`config.mk`:
```
export PLATFORM = sky130hd
export DESIGN_NAME = nearest_point_search_core_flat
export DESIGN_NICKNAME = d
export VERILOG_FILES = /design/src/rtl/core/nps_pkg.sv /design/src/rtl/core/nps_stream_if.sv /design/src/rtl/core/nps_point_mem.sv /design/src/rtl/core/nps_dist_unit.sv /design/src/rtl/core/nearest_point_search_core.sv /design/src/flat_wrapper.sv
export SDC_FILE = /design/constraint.sdc
export NUM_CORES = 2
export LEC_CHECK = 0
export BUFFER_PORTS_ARGS = -buffer_cell sky130_fd_sc_hd__buf_2
export CORE_AREA = 2 2 581 410
export CTS_CLUSTER_SIZE = 40
export DETAILED_ROUTE_END_ITERATION = 6
export DIE_AREA = 0 0 583 412
export PLACE_DENSITY = 0.65
export SLEW_MARGIN = 10
export SYNTH_ARGS = -nofsm -noshare
export SYNTH_HDL_FRONTEND = slang
export SYNTH_SLANG_ARGS = --single-unit
```
`constraint.sdc`:
```
create_clock -name clk -period 15 [get_ports clk]
set_input_delay 2.25 -clock clk [delete_from_list [all_inputs] [get_ports clk]]
set_output_delay 2.25 -clock clk [all_outputs]
set_load 0.01 [all_outputs]
```
`src/rtl/core/nps_pkg.sv`:
```
// ---------------------------------------------------------------------------
// nps_pkg - shared types and constants for the nearest point search core
// Table sizes, coordinate widths, action and status codes, point layout.
// ---------------------------------------------------------------------------
`default_nettype none

package nps_pkg;

    // Table geometry
    localparam int MAX_POINTS  = 16;
    localparam int STORE_DEPTH = 2 * MAX_POINTS;
    localparam int ADDR_W      = $clog2(STORE_DEPTH);
    localparam int CNT_W       = $clog2(MAX_POINTS + 1);

    // Arithmetic widths
    localparam int COORD_W = 24;
    localparam int DIFF_W  = COORD_W + 1;
    localparam int SQ_W    = 2 * COORD_W;
    localparam int DIST_W  = SQ_W + 1;

    // Action codes
    localparam logic [1:0] ACT_ADD   = 2'd0;
    localparam logic [1:0] ACT_QUERY = 2'd1;
    localparam logic [1:0] ACT_CLEAR = 2'd2;

    // Status codes
    localparam logic [1:0] ST_OK    = 2'd0;
    localparam logic [1:0] ST_EMPTY = 2'd1;
    localparam logic [1:0] ST_FULL  = 2'd2;

    // Stored point, y in the upper half
    typedef struct packed {
        logic signed [COORD_W-1:0] y;
        logic signed [COORD_W-1:0] x;
    } point_t;

    // Control tag that travels with each point through the distance pipe
    typedef struct packed {
        logic valid;
        logic first;
        logic last;
    } dist_tag_t;

endpackage

`default_nettype wire

```
`src/rtl/core/nps_stream_if.sv`:
```
// ---------------------------------------------------------------------------
// nps_stream_if - valid/ready channels of the nearest point search core
// Input word: action, team, position. Output word: nearest point, status.
// ---------------------------------------------------------------------------
`default_nettype none

interface nps_in_if;
    logic                                valid;
    logic                                ready;
    logic [1:0]                          action;
    logic                                team;
    logic signed [nps_pkg::COORD_W-1:0]  pos_x;
    logic signed [nps_pkg::COORD_W-1:0]  pos_y;

    modport source (output valid, action, team, pos_x, pos_y, input ready);
    modport sink   (input valid, action, team, pos_x, pos_y, output ready);
endinterface

interface nps_out_if;
    logic                                valid;
    logic                                ready;
    logic signed [nps_pkg::COORD_W-1:0]  near_x;
    logic signed [nps_pkg::COORD_W-1:0]  near_y;
    logic [1:0]                          status;

    modport source (output valid, near_x, near_y, status, input ready);
    modport sink   (input valid, near_x, near_y, status, output ready);
endinterface

`default_nettype wire

```
`src/rtl/core/nps_point_mem.sv`:
```
// ---------------------------------------------------------------------------
// nps_point_mem - point store for both teams
// One write port, one read port with registered read data.
// ---------------------------------------------------------------------------
`default_nettype none

module nps_point_mem (
    input  wire logic                         clk,
    input  wire logic                         we,
    input  wire logic [nps_pkg::ADDR_W-1:0]   waddr,
    input  wire nps_pkg::point_t              wdata,
    input  wire logic [nps_pkg::ADDR_W-1:0]   raddr,
    output nps_pkg::point_t                   rdata
);

    nps_pkg::point_t mem [nps_pkg::STORE_DEPTH];
    nps_pkg::point_t rdata_reg;

    // Write and registered read
    always_ff @(posedge clk)
    begin
        if (we)
        begin
            mem[waddr] <= wdata;
        end
        rdata_reg <= mem[raddr];
    end

    assign rdata = rdata_reg;

endmodule

`default_nettype wire

```
`src/rtl/core/nps_dist_unit.sv`:
```
// ---------------------------------------------------------------------------
// nps_dist_unit - squared distance pipeline
// Three stages: absolute differences, squares, sum. Takes one point per cycle.
// ---------------------------------------------------------------------------
`default_nettype none

module nps_dist_unit (
    input  wire logic                                clk,
    input  wire logic                                rst_n,
    input  wire nps_pkg::dist_tag_t                  tag_in,
    input  wire logic signed [nps_pkg::COORD_W-1:0]  qx,
    input  wire logic signed [nps_pkg::COORD_W-1:0]  qy,
    input  wire nps_pkg::point_t                     pt_in,
    output nps_pkg::dist_tag_t                       tag_out,
    output nps_pkg::point_t                          pt_out,
    output logic [nps_pkg::DIST_W-1:0]               dist_sq
);

    nps_pkg::dist_tag_t tag1_reg, tag2_reg, tag3_reg;
    nps_pkg::point_t    pt1_reg, pt2_reg, pt3_reg;
    logic [nps_pkg::COORD_W-1:0] dx_reg, dy_reg;
    logic [nps_pkg::SQ_W-1:0]    sqx_reg, sqy_reg;
    logic [nps_pkg::DIST_W-1:0]  dist_reg;

    logic signed [nps_pkg::DIFF_W-1:0] diff_x, diff_y, neg_x, neg_y;
    logic [nps_pkg::COORD_W-1:0] dx_next, dy_next;

    // Absolute difference; magnitude always fits in a coordinate width
    always_comb
    begin
        diff_x  = nps_pkg::DIFF_W'(qx) - nps_pkg::DIFF_W'(pt_in.x);
        diff_y  = nps_pkg::DIFF_W'(qy) - nps_pkg::DIFF_W'(pt_in.y);
        neg_x   = -diff_x;
        neg_y   = -diff_y;
        dx_next = diff_x[nps_pkg::DIFF_W-1] ? neg_x[nps_pkg::COORD_W-1:0]
                                            : diff_x[nps_pkg::COORD_W-1:0];
        dy_next = diff_y[nps_pkg::DIFF_W-1] ? neg_y[nps_pkg::COORD_W-1:0]
                                            : diff_y[nps_pkg::COORD_W-1:0];
    end

    // Tag valid bits
    always_ff @(posedge clk or negedge rst_n)
    begin
        if (!rst_n)
        begin
            tag1_reg <= '0;
            tag2_reg <= '0;
            tag3_reg <= '0;
        end
        else
        begin
            tag1_reg <= tag_in;
            tag2_reg <= tag1_reg;
            tag3_reg <= tag2_reg;
        end
    end

    // Datapath stages
    always_ff @(posedge clk)
    begin
        dx_reg   <= dx_next;
        dy_reg   <= dy_next;
        pt1_reg  <= pt_in;
        sqx_reg  <= nps_pkg::SQ_W'(dx_reg) * nps_pkg::SQ_W'(dx_reg);
        sqy_reg  <= nps_pkg::SQ_W'(dy_reg) * nps_pkg::SQ_W'(dy_reg);
        pt2_reg  <= pt1_reg;
        dist_reg <= nps_pkg::DIST_W'(sqx_reg) + nps_pkg::DIST_W'(sqy_reg);
        pt3_reg  <= pt2_reg;
    end

    assign tag_out = tag3_reg;
    assign pt_out  = pt3_reg;
    assign dist_sq = dist_reg;

endmodule

`default_nettype wire

```
`src/rtl/core/nearest_point_search_core.sv`:
```
// Flow: add, clear, unused code and empty query go from idle straight to the done state,
//   which loads the result word into the output register; a query passes the scan state first.
// A new input word is taken only in the idle state, once the last result word is loaded;
//   a query walks the store one point per cycle through the distance pipe;
//   a stalled result word holds the sequencer in its done state.
// Reset: asynchronous, active low; both counts clear, store contents stay undefined.
// ---------------------------------------------------------------------------
// nearest_point_search_core - two point tables with nearest point query
// Sequencer, per-team counts, output register; store and distance pipe below.
// ---------------------------------------------------------------------------
`default_nettype none

module nearest_point_search_core (
    input  wire logic   clk,
    input  wire logic   rst_n,
    nps_in_if.sink      item,
    nps_out_if.source   result
);

    typedef enum logic [1:0] {S_IDLE, S_SCAN, S_DONE} state_t;

    state_t state_reg;
    logic [nps_pkg::CNT_W-1:0]   cnt_a_reg, cnt_b_reg, scan_n_reg, idx_reg;
    logic                        issuing_reg, team_reg;
    nps_pkg::dist_tag_t          rd_tag_reg;
    logic [nps_pkg::DIST_W-1:0]  best_d_reg;
    nps_pkg::point_t             best_p_reg;
    logic signed [nps_pkg::COORD_W-1:0] qx_reg, qy_reg;
    logic signed [nps_pkg::COORD_W-1:0] res_x_reg, res_y_reg, out_x_reg, out_y_reg;
    logic [1:0]                  res_st_reg, out_st_reg;
    logic                        out_valid_reg;

    logic                        accept, full, take, wr_en;
    logic [nps_pkg::CNT_W-1:0]   cnt_sel;
    logic [nps_pkg::ADDR_W-1:0]  wr_addr, rd_addr;
    nps_pkg::point_t             wr_pt, rd_pt, d_pt;
    nps_pkg::dist_tag_t          d_tag;
    logic [nps_pkg::DIST_W-1:0]  d_dist;

    // Handshake and table selection
    always_comb
    begin
        accept  = item.valid && (state_reg == S_IDLE);
        cnt_sel = item.team ? cnt_b_reg : cnt_a_reg;
        full    = (cnt_sel == nps_pkg::CNT_W'(nps_pkg::MAX_POINTS));
        wr_en   = accept && (item.action == nps_pkg::ACT_ADD) && !full;
        wr_addr = (item.team ? nps_pkg::ADDR_W'(nps_pkg::MAX_POINTS) : '0)
                  + nps_pkg::ADDR_W'(cnt_sel);
        rd_addr = (team_reg ? nps_pkg::ADDR_W'(nps_pkg::MAX_POINTS) : '0)
                  + nps_pkg::ADDR_W'(idx_reg);
        wr_pt.x = item.pos_x;
        wr_pt.y = item.pos_y;
        take    = d_tag.first || (d_dist < best_d_reg);
    end

    nps_point_mem u_mem (
        .clk   (clk),
        .we    (wr_en),
        .waddr (wr_addr),
        .wdata (wr_pt),
        .raddr (rd_addr),
        .rdata (rd_pt)
    );

    nps_dist_unit u_dist (
        .clk     (clk),
        .rst_n   (rst_n),
        .tag_in  (rd_tag_reg),
        .qx      (qx_reg),
        .qy      (qy_reg),
        .pt_in   (rd_pt),
        .tag_out (d_tag),
        .pt_out  (d_pt),
        .dist_sq (d_dist)
    );

    // Query word held for the scan
    always_ff @(posedge clk)
    begin
        if (accept)
        begin
            team_reg <= item.team;
            qx_reg   <= item.pos_x;
            qy_reg   <= item.pos_y;
        end
    end

    // Sequencer and registered outputs
    always_ff @(posedge clk or negedge rst_n)
    begin
        if (!rst_n)
        begin
            state_reg     <= S_IDLE;
            cnt_a_reg     <= '0;
            cnt_b_reg     <= '0;
            scan_n_reg    <= '0;
            idx_reg       <= '0;
            issuing_reg   <= 1'b0;
            rd_tag_reg    <= '0;
            best_d_reg    <= '0;
            best_p_reg    <= '0;
            res_x_reg     <= '0;
            res_y_reg     <= '0;
            res_st_reg    <= nps_pkg::ST_OK;
            out_valid_reg <= 1'b0;
            out_x_reg     <= '0;
            out_y_reg     <= '0;
            out_st_reg    <= nps_pkg::ST_OK;
        end
        else
        begin
            rd_tag_reg <= '0;
            if (result.ready)
            begin
                out_valid_reg <= 1'b0;
            end

            unique case (state_reg)
                S_IDLE:
                begin
                    if (accept)
                    begin
                        res_x_reg  <= '0;
                        res_y_reg  <= '0;
                        res_st_reg <= nps_pkg::ST_OK;
                        state_reg  <= S_DONE;
                        unique case (item.action)
                            nps_pkg::ACT_ADD:
                            begin
                                if (full)
                                begin
                                    res_st_reg <= nps_pkg::ST_FULL;
                                end
                                else if (item.team)
                                begin
                                    cnt_b_reg <= cnt_b_reg + 1'b1;
                                end
                                else
                                begin
                                    cnt_a_reg <= cnt_a_reg + 1'b1;
                                end
                            end
                            nps_pkg::ACT_QUERY:
                            begin
                                if (cnt_sel == '0)
                                begin
                                    res_st_reg <= nps_pkg::ST_EMPTY;
                                end
                                else
                                begin
                                    scan_n_reg  <= cnt_sel;
                                    idx_reg     <= '0;
                                    issuing_reg <= 1'b1;
                                    state_reg   <= S_SCAN;
                                end
                            end
                            nps_pkg::ACT_CLEAR:
                            begin
                                cnt_a_reg <= '0;
                                cnt_b_reg <= '0;
                            end
                            default:
                            begin
                                res_st_reg <= nps_pkg::ST_OK;
                            end
                        endcase
                    end
                end

                S_SCAN:
                begin
                    // issue one store read per cycle
                    if (issuing_reg)
                    begin
                        rd_tag_reg.valid <= 1'b1;
                        rd_tag_reg.first <= (idx_reg == '0);
                        rd_tag_reg.last  <= ((idx_reg + 1'b1) == scan_n_reg);
                        idx_reg          <= idx_reg + 1'b1;
                        if ((idx_reg + 1'b1) == scan_n_reg)
                        begin
                            issuing_reg <= 1'b0;
                        end
                    end
                    // keep the first of the least distances
                    if (d_tag.valid)
                    begin
                        if (take)
                        begin
                            best_d_reg <= d_dist;
                            best_p_reg <= d_pt;
                        end
                        if (d_tag.last)
                        begin
                            res_x_reg  <= take ? d_pt.x : best_p_reg.x;
                            res_y_reg  <= take ? d_pt.y : best_p_reg.y;
                            res_st_reg <= nps_pkg::ST_OK;
                            state_reg  <= S_DONE;
                        end
                    end
                end

                S_DONE:
                begin
                    if (!out_valid_reg || result.ready)
                    begin
                        out_valid_reg <= 1'b1;
                        out_x_reg     <= res_x_reg;
                        out_y_reg     <= res_y_reg;
                        out_st_reg    <= res_st_reg;
                        state_reg     <= S_IDLE;
                    end
                end

                default:
                begin
                    state_reg <= S_IDLE;
                end
            endcase
        end
    end

    assign item.ready    = (state_reg == S_IDLE);
    assign result.valid  = out_valid_reg;
    assign result.near_x = out_x_reg;
    assign result.near_y = out_y_reg;
    assign result.status = out_st_reg;

endmodule

`default_nettype wire

```
`src/flat_wrapper.sv`:
```
// flat-port wrapper written by rule: the top's interface ports become plain ports
module nearest_point_search_core_flat 
  (clk, rst_n, item_valid, item_action, item_team, item_pos_x, item_pos_y, item_ready, result_valid, result_near_x, result_near_y, result_status, result_ready);
  nps_in_if item_i ();
  nps_out_if result_i ();
  input  wire logic clk;
  input  wire logic rst_n;
  input wire logic [$bits(item_i.valid)-1:0] item_valid;
  input wire logic [$bits(item_i.action)-1:0] item_action;
  input wire logic [$bits(item_i.team)-1:0] item_team;
  input wire logic [$bits(item_i.pos_x)-1:0] item_pos_x;
  input wire logic [$bits(item_i.pos_y)-1:0] item_pos_y;
  output wire logic [$bits(item_i.ready)-1:0] item_ready;
  output wire logic [$bits(result_i.valid)-1:0] result_valid;
  output wire logic [$bits(result_i.near_x)-1:0] result_near_x;
  output wire logic [$bits(result_i.near_y)-1:0] result_near_y;
  output wire logic [$bits(result_i.status)-1:0] result_status;
  input wire logic [$bits(result_i.ready)-1:0] result_ready;
  assign item_i.valid = item_valid;
  assign item_i.action = item_action;
  assign item_i.team = item_team;
  assign item_i.pos_x = item_pos_x;
  assign item_i.pos_y = item_pos_y;
  assign item_ready = item_i.ready;
  assign result_valid = result_i.valid;
  assign result_near_x = result_i.near_x;
  assign result_near_y = result_i.near_y;
  assign result_status = result_i.status;
  assign result_i.ready = result_ready;
  nearest_point_search_core u_core (.clk(clk), .rst_n(rst_n), .item(item_i), .result(result_i));
endmodule
```
==> impl_metrics.csv <==
group,metric,value,unit
sta,setup_tns,0,ns
route,final_antenna_net_count,0,
grt,grt-ovfl-total,0,
worst_setup_path,r2r-start,"u_core.u_dist.dx_reg[1]",
worst_hold_path,min_path_type,"flop to flop",
clock_network,clock_path_buffers,4,
synthesis,yosys.area.top_type_share,40.8,%
sta,period_needed,8.29,ns
route,first_pass_iters,5,
floorplan,die_w,583,um
worst_setup_path,arrival,8.99,ns
route,drtIter0Drc,6063,
sta,hold_violations,0,
grt,antenna_found_initial,28,
route,drc,0,
worst_setup_path,cp.required,15.70,ns
place,io_buffers,106,
sta,max_slew.worst_pin.slew,1.32,ns
synthesis,synth_top_flop_cell,"edfxtp_1",
final_layout,fillCellCount,18861,
worst_setup_path,rrSetupSlack,6.71,ns
clock_network,cts_resized,0,
floorplan,die_h,412,um
worst_setup_path,end_kind,"flop",
place,gp_congestion,0.897,
sta,clock.fmax,121,MHz
grt,grt_pass1_vias,67867,
synthesis,avgSynthCellArea,14.5,um2
route,wl_per_cell,25.0,um
synthesis,ys_seq_area_share,52.4,%
synthesis,ys_async_sr_fraction,10.6,%
sta,fin_worst_skew,0.131,ns
synthesis,synth_edf_count,1585,
sta,fin_crit_sh,55.3,%
worst_setup_path,crit_family,"adder cells",
clock_network,cts_made_buffers,210,
synthesis,netlist_area,0.117,mm2
floorplan,num_rows,149,
worst_setup_path,cp_common_cell,"fa_1",
grt,grt_pass1_wl,434,mm
clock_network,cts.sinks,2201,
synthesis,ys_seq_elements,2201,
synthesis,synth_nets,9437,
synthesis,synth_area_leaders,"edfxtp_1 (41%), fa_1 (15%), mux4_2 (9.3%)",
worst_setup_path,crit_type,"flop to flop",
worst_setup_path,endpoint,"u_core.u_dist.sqx_reg[46]",
worst_setup_path,crit_chain,"nand2_1, fa_1, inv_1, fa_1, fa_1, inv_1, fa_1, inv_1, fa_1, fa_1, inv_1, fa_1, inv_1, ha_1, and4_1, nand3_1, inv_1, nand4_1, a31oi_1, o221ai_1, nand3b_1, a31oi_1, a221oi_1, xnor2_1",
final_layout,largest_reg_flops,1536,
run_status,status,"finished clean",
final_layout,final_cell_mix,"edfxtp_1 (1585), inv_1 (1322), fa_1 (848)",
final_layout,area_delta_synth_final,9.52,%
synthesis,synth_cell_types,104,
worst_setup_path,crit_path_start,"u_core.u_dist.dx_reg[1]",
worst_setup_path,crit_buf_inv,6,
clock_network,root_buffer,"clkbuf_16",
worst_setup_path,cp.depth,24,
sta,final-setup-viol-count,0,
clock_network,cts_tree,"built",
clock_network,cts_setup_buffers,0,
sta,relSlewSlack,12.2,%
floorplan,die_area,0.240,mm2
worst_setup_path,slowest_stage,"dfxtp_1",
synthesis,yosysWarnings,0,
floorplan,io_pins,107,
synthesis,synth_top_cell_by_area,"edfxtp_1",
worst_setup_path,start_kind,"flop",
sta,rsz0062_at_grt,"false",
sta,drv_slew,0,
synthesis,syn_inst,8039,
worst_setup_path,slowest_delay,1.07,ns
flow_run,drv_cap,0,
clock_network,cts_hold_buf,0,
final_layout,drive_above_1_share,15.3,%
grt,grt_usage,24.2,%
floorplan,coreArea,0.235,mm2
worst_setup_path,crit_fanout,24,
route,vias_per_cell,5.70,
final_layout,final_common_cell,"edfxtp_1",
clock_network,clk_pin_slew,0.06,ns
grt,grt_start_max_net_pins,95,
final_layout,nets,9559,
floorplan,start_util,49.7,%
place,hpwlAfterDp,184,mm
worst_setup_path,reg2reg_to,"u_core.u_dist.sqx_reg[46]",
clock_network,cts_max_level,4,
clock_network,insertion_delay,0.88,ns
route,routed_wl,285,mm
route,vias,65194,
worst_setup_path,r2r_cells,24,
==> per-stage QoR <==
| step | instances | utilization [%] | hold WS, ns | setup slack (ns) | cell area (um2) |
|---|---|---|---|---|---|
| detailed placement | 11044 | 51.6 | 0.312 | 6.86 | 121000 |
| CTS | 11426 | 54.4 | 0.259 | 6.82 | 128000 |
| floorplan | 8039 | - | 0.310 | 7.55 | 117000 |
| finish | 11435 | 54.5 | 0.264 | 6.71 | 128000 |
| global placement | 11044 | 51.6 | 0.312 | 6.98 | 121000 |
| global route | 11430 | 54.4 | 0.273 | 6.29 | 128000 |
==> synth_stat cells (35+ instances only) <==
cell type	n
nor3_1	53
fa_1	848
nor2_1	169
edfxtp_1	1585
clkbuf_1	237
dfxtp_1	383
ha_1	495
a21o_1	120
nor2b_1	35
buf_1	39
inv_1	1323
nand2_1	484
o21ai_0	102
xor2_1	85
a21oi_1	217
mux2_2	194
mux4_2	480
xnor2_1	148
dfrtp_1	233
and3_1	75
and2_1	238
nand3_1	48
a311o_1	49
==> kinds of logic after synthesis <==
logic type / after synthesis / share of synthesized area (%)
flip-flops: 2201 / 52.4
buffers and inverters: 1624 / 5.28
adder cells (fa/ha/maj): 1343 / 19.9
AND/OR/NAND/NOR: 1231 / 5.17
AO/OA/AOI/OAI: 716 / 4.23
multiplexers: 689 / 11.3
XOR/XNOR: 235 / 1.78
==> worst min-delay path by stage <==
stage | from | endpoint | slack, ns | depth (start not counted)
final | u_core.u_dist.pt2_reg[38] | u_core.u_dist.pt_out[38] | 0.26 | 0
after global routing | u_core.u_dist.pt2_reg[38] | u_core.u_dist.pt_out[38] | 0.27 | 0
after CTS | u_core.u_dist.pt2_reg[38] | u_core.u_dist.pt_out[38] | 0.26 | 0
after detailed placement | u_core.u_dist.pt1_reg[36] | u_core.u_dist.pt2_reg[36] | 0.31 | 0
after global placement | u_core.u_dist.pt2_reg[21] | u_core.u_dist.pt_out[21] | 0.31 | 0
after floorplan | u_core.u_dist.pt1_reg[0] | u_core.u_dist.pt2_reg[0] | 0.31 | 0
==> per-layer routing <==
| metal | vias up | part of all wire [%] | track usage, % |
|---|---|---|---|
| li1 | 28289 | - | - |
| met1 | 34154 | 44 | 35.4 |
| met2 | 2370 | 46 | 38.1 |
| met3 | 363 | 8.3 | 4.85 |
| met4 | 18 | 1.9 | 4.52 |
| met5 | - | 0.040 | 0 |
==> area by class of cell <==
| class | instances | area, um2 | area share (%) |
|---|---|---|---|
| Sequential cell | 2201 | 61100 | 47.9 |
| Multi-Input combinational cell | 4214 | 49600 | 38.9 |
| Inverter | 1323 | 4970 | 3.89 |
| Clock inverter | 91 | 866 | 0.678 |
| Timing Repair Buffer | 211 | 1350 | 1.06 |
| Tap cell | 3095 | 3870 | 3.03 |
| Clock buffer | 291 | 5870 | 4.60 |
| Antenna cell | 9 | 22.5 | 0.0176 |
Power is not shown: default switching activity piles up to over one toggle a cycle in this logic, so the estimate is an artifact.
